--- config.mk ---
export PLATFORM = sky130hd
export DESIGN_NAME = lru_move_to_front_cache_top
export DESIGN_NICKNAME = d
export VERILOG_FILES = /design/src/hdl/lru_mtf_pkg.sv /design/src/hdl/lru_mtf_front.sv /design/src/hdl/lru_mtf_queue.sv /design/src/hdl/lru_mtf_back.sv /design/src/hdl/lru_move_to_front_cache_top.sv
export VERILOG_INCLUDE_DIRS = /design/src /design/src/hdl
export SDC_FILE = /design/constraint.sdc
export NUM_CORES = 2
export LEC_CHECK = 0
export CORE_UTILIZATION = 45
export DETAILED_ROUTE_END_ITERATION = 8
export DONT_BUFFER_PORTS = 1
export HOLD_SLACK_MARGIN = 0.08
export RECOVER_POWER = 100
export SYNTH_ARGS = -nofsm -noshare
export SYNTH_HDL_FRONTEND = slang
export SYNTH_HIERARCHICAL = 1
export SYNTH_SLANG_ARGS = --single-unit
--- constraint.sdc ---
create_clock -name clk -period 30.7 [get_ports clk]
set_input_delay 6.14 -clock clk [delete_from_list [all_inputs] [get_ports clk]]
set_output_delay 6.14 -clock clk [all_outputs]
set_load 0.02 [all_outputs]
--- src/hdl/lru_move_to_front_cache_top_assert.svh ---
// Assertion macros used by the lookup/update unit; clk and rst are taken from the scope of use.
`ifndef LRU_MOVE_TO_FRONT_CACHE_TOP_ASSERT_SVH
`define LRU_MOVE_TO_FRONT_CACHE_TOP_ASSERT_SVH

// Condition holds at every edge outside reset
`define LMTF_ALWAYS(label, cond) \
  label: assert property (@(posedge clk) disable iff (rst) (cond)) \
    else $error("lru_mtf: invariant violated");

// Same-cycle implication
`define LMTF_IMPLIES(label, ante, cons) \
  label: assert property (@(posedge clk) disable iff (rst) (ante) |-> (cons)) \
    else $error("lru_mtf: implication violated");

// Next-cycle implication
`define LMTF_NEXT(label, ante, cons) \
  label: assert property (@(posedge clk) disable iff (rst) (ante) |=> (cons)) \
    else $error("lru_mtf: sequence violated");

`endif

--- src/hdl/lru_mtf_pkg.sv ---
package lru_mtf_pkg;

  localparam int DEF_CAPACITY = 16;
  localparam int KEY_W        = 16;
  localparam int VALUE_W      = 31;
  localparam int HANDLE_W     = 32;
  localparam int QUEUE_DEPTH  = 2;

  typedef struct packed {
    logic                operation;
    logic [KEY_W-1:0]    lookup_key;
    logic [VALUE_W-1:0]  entry_value;
    logic [HANDLE_W-1:0] entry_handle;
  } req_t;

  typedef struct packed {
    logic                hit;
    logic [VALUE_W-1:0]  found_value;
    logic [HANDLE_W-1:0] found_handle;
    logic                evicted;
    logic [HANDLE_W-1:0] evicted_handle;
  } rsp_t;

  typedef enum logic {
    CMD_GET = 1'b0,
    CMD_PUT = 1'b1
  } op_kind_t;

  typedef struct packed {
    op_kind_t            kind;
    logic [KEY_W-1:0]    key;
    logic [VALUE_W-1:0]  value;
    logic [HANDLE_W-1:0] handle;
  } cmd_t;

  typedef enum logic [2:0] {
    ST_IDLE = 3'b001,
    ST_LOOK = 3'b010,
    ST_UPD  = 3'b100
  } back_state_t;

endpackage

--- src/hdl/lru_mtf_front.sv ---
module lru_mtf_front import lru_mtf_pkg::*; (
  input  logic clk,
  input  logic rst,
  input  logic req_valid,
  output logic req_ready,
  input  req_t req,
  output logic push_valid,
  output cmd_t push_cmd,
  input  logic queue_full
);

  logic hold_valid;
  cmd_t hold;
  cmd_t decoded;

  always_comb begin
    decoded.kind   = req.operation ? CMD_PUT : CMD_GET;
    decoded.key    = req.lookup_key;
    decoded.value  = req.entry_value;
    decoded.handle = req.entry_handle;
  end

  assign req_ready  = !hold_valid || !queue_full;
  assign push_valid = hold_valid;
  assign push_cmd   = hold;

  always_ff @(posedge clk) begin
    if (rst) begin
      hold_valid <= 1'b0;
    end else if (req_valid && req_ready) begin
      hold_valid <= 1'b1;
    end else if (!queue_full) begin
      hold_valid <= 1'b0;
    end
  end

  always_ff @(posedge clk) begin
    if (req_valid && req_ready) begin
      hold <= decoded;
    end
  end

endmodule

--- src/hdl/lru_mtf_queue.sv ---
module lru_mtf_queue import lru_mtf_pkg::*; (
  input  logic clk,
  input  logic rst,
  input  logic push_valid,
  input  cmd_t push_cmd,
  output logic full,
  output logic pop_valid,
  output cmd_t pop_cmd,
  input  logic pop
);

  localparam int PtrW = (QUEUE_DEPTH > 1) ? $clog2(QUEUE_DEPTH) : 1;
  localparam int CntW = $clog2(QUEUE_DEPTH + 1);

  cmd_t            entries [QUEUE_DEPTH];
  logic [PtrW-1:0] wr_ptr;
  logic [PtrW-1:0] rd_ptr;
  logic [CntW-1:0] fill;
  logic            do_push;
  logic            do_pop;

  assign full      = fill == CntW'(QUEUE_DEPTH);
  assign pop_valid = fill != '0;
  assign pop_cmd   = entries[rd_ptr];
  assign do_push   = push_valid && !full;
  assign do_pop    = pop && pop_valid;

  always_ff @(posedge clk) begin
    if (rst) begin
      wr_ptr <= '0;
      rd_ptr <= '0;
      fill   <= '0;
    end else begin
      if (do_push) begin
        wr_ptr <= (wr_ptr == PtrW'(QUEUE_DEPTH - 1)) ? '0 : wr_ptr + 1'b1;
      end
      if (do_pop) begin
        rd_ptr <= (rd_ptr == PtrW'(QUEUE_DEPTH - 1)) ? '0 : rd_ptr + 1'b1;
      end
      if (do_push && !do_pop) begin
        fill <= fill + 1'b1;
      end else if (do_pop && !do_push) begin
        fill <= fill - 1'b1;
      end
    end
  end

  always_ff @(posedge clk) begin
    if (do_push) begin
      entries[wr_ptr] <= push_cmd;
    end
  end

endmodule

--- src/hdl/lru_mtf_back.sv ---
module lru_mtf_back import lru_mtf_pkg::*; #(
  parameter int CAPACITY = DEF_CAPACITY
) (
  input  logic clk,
  input  logic rst,
  input  logic cmd_valid,
  input  cmd_t cmd,
  output logic cmd_pop,
  output logic rsp_valid,
  input  logic rsp_ready,
  output rsp_t rsp
);

  localparam int CntW = $clog2(CAPACITY + 1);
  localparam int IdxW = (CAPACITY > 1) ? $clog2(CAPACITY) : 1;

  back_state_t state;
  back_state_t state_next;
  cmd_t        cur;
  logic [CntW-1:0] count;

  logic [KEY_W-1:0]    slot_key    [CAPACITY];
  logic [VALUE_W-1:0]  slot_value  [CAPACITY];
  logic [HANDLE_W-1:0] slot_handle [CAPACITY];

  // lookup results, held from LOOK to UPD
  rsp_t                res;
  logic                wr_en;
  logic                inc;
  logic [CntW-1:0]     last;
  logic [VALUE_W-1:0]  front_value;
  logic [HANDLE_W-1:0] front_handle;

  logic [CAPACITY-1:0] match;
  logic [IdxW-1:0]     idx_sel;
  logic                found;
  logic                is_put;
  logic                full;
  logic [VALUE_W-1:0]  rd_value;
  logic [HANDLE_W-1:0] rd_handle;
  rsp_t                look_rsp;
  logic [CntW-1:0]     look_last;
  logic                commit;

  assign is_put = cur.kind == CMD_PUT;
  assign full   = count == CntW'(CAPACITY);

  always_comb begin
    for (int i = 0; i < CAPACITY; i++) begin
      match[i] = (CntW'(i) < count) && (slot_key[i] == cur.key);
    end
  end

  // lowest matching slot is the most recent
  always_comb begin
    idx_sel = '0;
    found   = 1'b0;
    for (int i = CAPACITY - 1; i >= 0; i--) begin
      if (match[i]) begin
        idx_sel = IdxW'(i);
        found   = 1'b1;
      end
    end
  end

  assign rd_value  = slot_value[idx_sel];
  assign rd_handle = slot_handle[idx_sel];

  always_comb begin
    look_rsp.hit          = found;
    look_rsp.found_value  = (!is_put && found) ? rd_value : '0;
    look_rsp.found_handle = (!is_put && found) ? rd_handle : '0;
    look_rsp.evicted      = is_put && !found && full;
    if (is_put && found) begin
      look_rsp.evicted_handle = rd_handle;
    end else if (look_rsp.evicted) begin
      look_rsp.evicted_handle = slot_handle[CAPACITY-1];
    end else begin
      look_rsp.evicted_handle = '0;
    end
    if (found) begin
      look_last = CntW'(idx_sel);
    end else if (full) begin
      look_last = CntW'(CAPACITY - 1);
    end else begin
      look_last = count;
    end
  end

  assign commit  = (state == ST_UPD) && (!rsp_valid || rsp_ready);
  assign cmd_pop = cmd_valid && ((state == ST_IDLE) || commit);

  always_comb begin
    state_next = state;
    unique case (state)
      ST_IDLE: if (cmd_valid) state_next = ST_LOOK;
      ST_LOOK: state_next = ST_UPD;
      ST_UPD: begin
        if (commit) state_next = cmd_valid ? ST_LOOK : ST_IDLE;
      end
      default: state_next = ST_IDLE;
    endcase
  end

  always_ff @(posedge clk) begin
    if (rst) begin
      state     <= ST_IDLE;
      count     <= '0;
      rsp_valid <= 1'b0;
    end else begin
      state <= state_next;
      if (commit && inc) begin
        count <= count + 1'b1;
      end
      if (commit) begin
        rsp_valid <= 1'b1;
      end else if (rsp_ready) begin
        rsp_valid <= 1'b0;
      end
    end
  end

  always_ff @(posedge clk) begin
    if (cmd_pop) begin
      cur <= cmd;
    end
    if (state == ST_LOOK) begin
      res          <= look_rsp;
      wr_en        <= found || is_put;
      inc          <= is_put && !found && !full;
      last         <= look_last;
      front_value  <= is_put ? cur.value : rd_value;
      front_handle <= is_put ? cur.handle : rd_handle;
    end
    if (commit) begin
      rsp <= res;
    end
  end

  // one-step shift toward the back over slots up to last, new entry at the front
  always_ff @(posedge clk) begin
    if (commit && wr_en) begin
      for (int i = 1; i < CAPACITY; i++) begin
        if (CntW'(i) <= last) begin
          slot_key[i]    <= slot_key[i-1];
          slot_value[i]  <= slot_value[i-1];
          slot_handle[i] <= slot_handle[i-1];
        end
      end
      slot_key[0]    <= cur.key;
      slot_value[0]  <= front_value;
      slot_handle[0] <= front_handle;
    end
  end

`include "lru_move_to_front_cache_top_assert.svh"

  `LMTF_ALWAYS(a_count_bound, count <= CntW'(CAPACITY))
  `LMTF_NEXT(a_look_to_upd, state == ST_LOOK, state == ST_UPD)
  `LMTF_NEXT(a_count_grows, commit && inc, count == $past(count) + 1'b1)
  `LMTF_IMPLIES(a_evict_is_miss, rsp_valid && rsp.evicted, !rsp.hit)

endmodule

--- src/hdl/lru_move_to_front_cache_top.sv ---
// Channel | Handshake           | Payload | Carries
// req     | req_valid/req_ready | req_t   | get or put: key, value, handle
// rsp     | rsp_valid/rsp_ready | rsp_t   | hit, found value/handle, eviction
//
// The lookup/update unit takes each item through LOOK, a compare of every slot in
// parallel, then UPD, a one-slot shift toward the back with the entry written at
// slot 0. It starts the next item only when UPD commits, which waits while rsp stalls.
// A two-entry queue between front and back buffers req while rsp stalls, until full.
// Reset clears the entry count and all handshake state; slot contents are kept.
module lru_move_to_front_cache_top import lru_mtf_pkg::*; #(
  parameter int CAPACITY = DEF_CAPACITY
) (
  input  logic clk,
  input  logic rst,
  input  logic req_valid,
  output logic req_ready,
  input  req_t req,
  output logic rsp_valid,
  input  logic rsp_ready,
  output rsp_t rsp
);

  logic push_valid;
  cmd_t push_cmd;
  logic queue_full;
  logic pop_valid;
  cmd_t pop_cmd;
  logic pop;

  lru_mtf_front u_front (
    .clk        (clk),
    .rst        (rst),
    .req_valid  (req_valid),
    .req_ready  (req_ready),
    .req        (req),
    .push_valid (push_valid),
    .push_cmd   (push_cmd),
    .queue_full (queue_full)
  );

  lru_mtf_queue u_queue (
    .clk        (clk),
    .rst        (rst),
    .push_valid (push_valid),
    .push_cmd   (push_cmd),
    .full       (queue_full),
    .pop_valid  (pop_valid),
    .pop_cmd    (pop_cmd),
    .pop        (pop)
  );

  lru_mtf_back #(
    .CAPACITY (CAPACITY)
  ) u_back (
    .clk       (clk),
    .rst       (rst),
    .cmd_valid (pop_valid),
    .cmd       (pop_cmd),
    .cmd_pop   (pop),
    .rsp_valid (rsp_valid),
    .rsp_ready (rsp_ready),
    .rsp       (rsp)
  );

endmodule

## After elaboration in Yosys (flattened, before gate mapping)

Memory sizes are Yosys's and may differ from the RTL's. A register that Yosys moved wholly into a read port is not among the register bits.
Index checks and enable logic that the tools add are counted.

| storage, ports and cells | value |
|---|---|
| input bits | 84 |
| RAM bits | 1,424 |
| word-level logic and storage cells | 238 |
| output and inout bits | 99 |
| memories kept | 4 |
| register bits after elaboration | 358 |

| operators by class | value |
|---|---|
| mux-type cells | 100 |
| reduce and logical (&&, ||, !) cells | 47 |
| $add $sub $neg | 5 |
| magnitude comparators | 31 |
| eq/ne operators | 24 |

Memory list:

| memory | depth | width | read ports | clocked after memory_dff | wr ports | line | source |
|---|---|---|---|---|---|---|---|
| u_back.slot_handle | 16 | 32 | 17 | 0 | 16 | lru_mtf_back.sv:24 | `logic [HANDLE_W-1:0] slot_handle [CAPACITY];` |
| u_back.slot_value | 16 | 31 | 16 | 0 | 16 | lru_mtf_back.sv:23 | `logic [VALUE_W-1:0] slot_value [CAPACITY];` |
| u_back.slot_key | 16 | 16 | 16 | 0 | 16 | lru_mtf_back.sv:22 | `logic [KEY_W-1:0] slot_key [CAPACITY];` |
| u_queue.entries | 2 | 80 | 1 | 1 | 1 | lru_mtf_queue.sv:15 | `cmd_t entries [QUEUE_DEPTH];` |

Operators with widths:

| cell | count |
|---|---|
| 16-bit equality test | 16 |
| 32-bit two-way mux | 3 |
| 1-bit two-way mux | 72 |
| 4-bit two-way mux | 18 |
| 4-bit by 5-bit <= comparator with 1-bit output, first input constant | 8 |
| 4-bit by 5-bit < comparator with 1-bit output, first input constant | 8 |
| 31-bit two-way mux | 1 |
| 1-bit logical AND | 30 |
| 3-bit by 5-bit <= comparator with 1-bit output, first input constant | 4 |
| 3-bit by 5-bit < comparator with 1-bit output, first input constant | 4 |
| 2-bit by 5-bit <= comparator with 1-bit output, first input constant | 2 |
| 1-bit by 5-bit < comparator with 1-bit output, first input constant | 2 |
| 2-bit by 5-bit < comparator with 1-bit output, first input constant | 2 |
| 3-bit one-hot mux with 3 select lines | 1 |
| 1-bit zero test | 8 |
| 2-bit two-way mux | 3 |
| 3-bit two-way mux | 2 |
| 2-bit nonzero test | 3 |
| 5-bit by 1-bit adder with 5-bit output, second input constant | 1 |
| 5-bit equality test, second input constant | 1 |
| 1-bit by 5-bit <= comparator with 1-bit output, first input constant | 1 |
| 1-bit logical OR | 4 |
| 2-bit by 1-bit inequality test with 1-bit output, second input constant | 2 |
| 3-bit by 1-bit equality test with 1-bit output, second input constant | 1 |
| other kinds (9) | 10 |

## Longest topological paths before layout

An unclocked memory read counts as a cell.

| depth | value |
|---|---|
| depth in word-level cells | 24 |
| depth in mapped cells | 16 |
| mapped depth without buffers | 11 |

## Hierarchy

Netlist, hierarchy kept.

Modules (own cells, without submodules):

| module | instances | area an instance (µm²) | cells each | seq. area each (µm²) |
|---|---|---|---|---|
| lru_mtf_back | 1 | 65,536.6 | 3,962 | 48,466.5 |
| lru_mtf_queue | 1 | 5,970.7 | 274 | 4,904.7 |
| lru_mtf_front | 1 | 2,441.1 | 85 | 2,422.3 |

## Worst setup path before layout

Ideal clock, no wire load.

| timing | value |
|---|---|
| path type | input port to flip-flop |
| start | input rsp_ready |
| end | memory u_back.slot_handle[14][0] (enable) |
| stages | 5 |
| required time | 30.063 ns |
| setup slack | 7.530 ns |
| setup time | 0.637 ns |
| arrival time | 22.533 ns |
| path buffers | 0 |
| path through | nor2b_1 nor2_1 nand2_1 nor3_1 a21boi_0 |

RTL lines:

| what | line | source |
|---|---|---|
| from (decl) | lru_move_to_front_cache_top.sv:19 | `input logic rsp_ready,` |
| to (decl) | lru_mtf_back.sv:24 |  |

==> flow_summary.toml <==
[status]
run_status = "complete, but fails checks"
violations = "capacitance limit, slew limit"

[drt]
drc = 0
wl_per_cell_um = 27.2
drt_iter0_markers = 3993
ant_nets = 0
drtPass1Iterations = 6
route.vias.total = 39000
viasPerCell = 5.84
wl_um = 182000

[clocking]
cts-resized-gates = 0
cts.path.max_buffers = 3
root_buffer = "clkbuf_16"
cts.sinks = 1863
cts_tree = "done"
path_clk_slew_ns = 0.06
cts_hold_buf = 0
clk_latency_ns = 0.85
numCtsBuffers = 190
cts.htree.levels = 4
cts_setup_buffers = 0

[power]
switching_share_pct = 24.6
peakVddDrop_mv = 0.0595
clkPwrFrac_pct = 39.9
p_seq_share_pct = 50.3
power_density_nw_per_um2 = 72.3
p_leak_nw = 25.1
finalPower_w = 0.00595
p_sw_w = 0.00146
p_comb_share_pct = 9.9
intPower_w = 0.00449

[synthesis]
synth_mux_area_share_pct = 8.72
ys_seq_elements = 1863
synth-simple-area-share_pct = 4.91
synth_flop_cell = "edfxtp_1"
synth_cell_types = 79
synth_top_family_by_area = "multiplexers"
postSynthAreaPerCell_um2 = 17.1
synth_xor_area_share_pct = 3.14
yosysWarnings = 6
synth_compound_area_share_pct = 5.75
syn-num-nets = 4408
ys_seq_area_share_pct = 75.4
synth_cells = 4321
synth_edf_count = 1848
yosys.area_share.adder_pct = 0.0508
async_flop_share_pct = 0
synthesis.area_um2 = 73900

[cells_and_area]
final_nets = 4425
post-route-util_pct = 50.5
nFillCells = 13500
diodes = 0
fin_cells = 6669
drive_gt1_share_pct = 11.4
syn_to_final_growth_pct = 11.2

[critical_path]
end_kind = "flop"
crit_chain = "nor2b_1, nor2_4, clkbuf_1, nand2_1, clkbuf_1, nor3_1, clkbuf_1, clkbuf_1, a21boi_0, clkbuf_1, clkbuf_1"
cp_top_family = "buffers and inverters"
critPathKind = "in -> reg"
regToRegStartpoint = "u_back/cur[65]$_DFFE_PP_"
crit_slowest_cell = "clkbuf_1"
cp.arrival_ns = 18.32
critPathLaunch = "rsp_ready"
startpoint_type = "primary input"
critPathMaxStageDelay_ns = 3.06
critical_path_buf_inv_count = 6
path_max_fanout = 55
path_common_cell = "clkbuf_1"
required_ns = 31.01

[place]
dp_cells = 6321
dpl.hpwl_um = 107000
portBuffers = 0
gp_congestion = 0.879

[sta]
clock_skew_ns = 0.0536
rsz0062_at_grt = "false"
period_needed_ns = 18.01
report.final.slew_viol_count = 2747
worst_slew_pin_slew_ns = 8.81
setup_viol = 0
hold_violations = 0
fmax_ghz = 0.0555
maxSlewHeadroom_pct = -487
period_share_pct = 58.7
finalSetupTns_ns = 0

[floorplanning]
dieArea_um2 = 166000
ios = 183
coreArea_um2 = 163000
rows = 148
start_util_pct = 45.4
die_w_um = 407
die_h_um = 407

[worst_hold_path]
hold_start = "u_back/slot_value[11][7]$_DFFE_PP_"
hold_path_class = "reg -> reg"

[grt]
grt_max_degree = 164
track_usage_pct = 21.5
grt_pass1_vias = 39200
antenna_found_initial = 7
grt_overflow = 0
grt_pass1_wl_um = 264000

[run]
max_cap_violations = 69
worst reg2reg max path, cell delays in order, from the launching register on:
cell       delay (ns)
edfxtp_1         0.31
clkbuf_1         1.48
xor2_1           0.29
nor4_1           0.34
nand3_1          0.10
or4_1            0.69
o2111ai_1        0.22
a41oi_1          0.11
a22oi_4          0.23
clkbuf_1         2.10
clkbuf_1         6.25
o221ai_1         1.09
o21a_1           0.47
o21ai_0          0.53
cells in the mapped netlist (22+ instances only):
library cell  count  area [µm²]
nand4_1          36         225
o21ai_0         151         756
clkbuf_1        111         417
a21oi_1         104         521
nor3_1           43         215
xor2_1          172        1510
buf_2            75         375
o21ai_1          55         275
o221ai_1         30         263
mux4_2           49        1100
a21o_1           84         631
buf_6            23         259
buf_4            33         248
a21bo_2          28         280
nand3_1         262        1310
o22ai_1          31         194
nand2_1         115         432
xnor2_1          93         815
o21a_1           31         233
a211oi_1         43         323
mux2_2          105        1180
nor4_1           54         338
mux2i_1         415        4150
nor2_1           91         342
o31ai_1          22         165
edfxtp_1       1848       55500
final cells by class:
class                           instances  area, µm²  area share (%)
Inverter                               10       40.0          0.0487
Timing Repair Buffer                   85        425           0.517
Sequential cell                      1863      55800            67.8
Clock buffer                          223       4900            5.96
Multi-Input combinational cell       2188      16800            20.5
Clock inverter                        125       1540            1.87
Tap cell                             2175       2720            3.31
through the flow:
stage / setup slack, ns / hold slack, ns / area [µm²]
after floorplan: 7.53 / 0.400 / 73900
final: 12.69 / 0.415 / 82200
after detailed placement: 19.87 / 0.405 / 76200
after global placement: 19.88 / 0.400 / 76200
after global routing: 11.80 / 0.423 / 82200
after CTS: 20.77 / 0.414 / 82600
metal layers:
layer | global-route usage, % | wire length (µm) | up-vias
met5 | 0 | 0 | -
met4 | 6.61 | 4820 | 0
met3 | 4.19 | 12900 | 280
met2 | 34.5 | 85500 | 1569
met1 | 29.7 | 78300 | 20100
li1 | - | - | 17000
power by group through the flow:
stage	sequential [W]	clock, W	combinational [W]
2_1_floorplan	0.00302	0	0.000415
3_3_place_gp	0.00303	0	0.000599
3_5_place_dp	0.00303	0	0.000605
4_1_cts	0.00298	0.00242	0.000609
5_1_grt	0.00300	0.00251	0.000640
6_report	0.00299	0.00237	0.000588
flip-flops by register name (all words and copies together), names as in the netlist, 2 cells and up, named ones only:
register             count
u_back/slot_handle     512
u_back/state             3
u_back/last              5
u_back/count             5
u_front/push_cmd        80
u_queue/entries        160
u_queue/fill             2
u_back/front_handle     32
u_back/rsp              97
u_back/front_value      31
u_back/res              97
u_back/slot_value      496
u_back/slot_key        256
u_back/cur              79
cells in the final DEF, fill, tap and decap left out, types with 36 or more instances in the layout:
cell type  instances
mux2i_1          415
xnor2_1           93
a21o_1            84
nor3_1            43
xor2_1           172
clkbuf_1          91
nor2_1            87
clkbuf_16        190
mux4_2            49
o21ai_0          198
mux2_2            87
nor4_1            54
a211oi_1          43
clkinv_2          37
edfxtp_1        1848
a21oi_1           97
nand2_1          116
nand4_1           36
nand3_1          262
logic make-up after synthesis:
group | Yosys count
flip-flops | 1863
AND/OR/NAND/NOR | 701
AO/OA/AOI/OAI | 649
multiplexers | 570
buffers and inverters | 270
XOR/XNOR | 265
adder cells (fa/ha/maj) | 3
path summary, 6_finish.rpt:
check	endpoint	slack (ns)	cells past startpoint
min	u_back/slot_value[12][7]$_DFFE_PP_	0.41	0
min reg2reg	u_back/slot_value[12][7]$_DFFE_PP_	0.41	0
max reg2reg	u_back/front_value[11]$_DFFE_PN_	16.20	13
max	u_back/slot_value[14][21]$_DFFE_PP_	12.69	11
No activity file was read; power rests on OpenSTA's default activity.
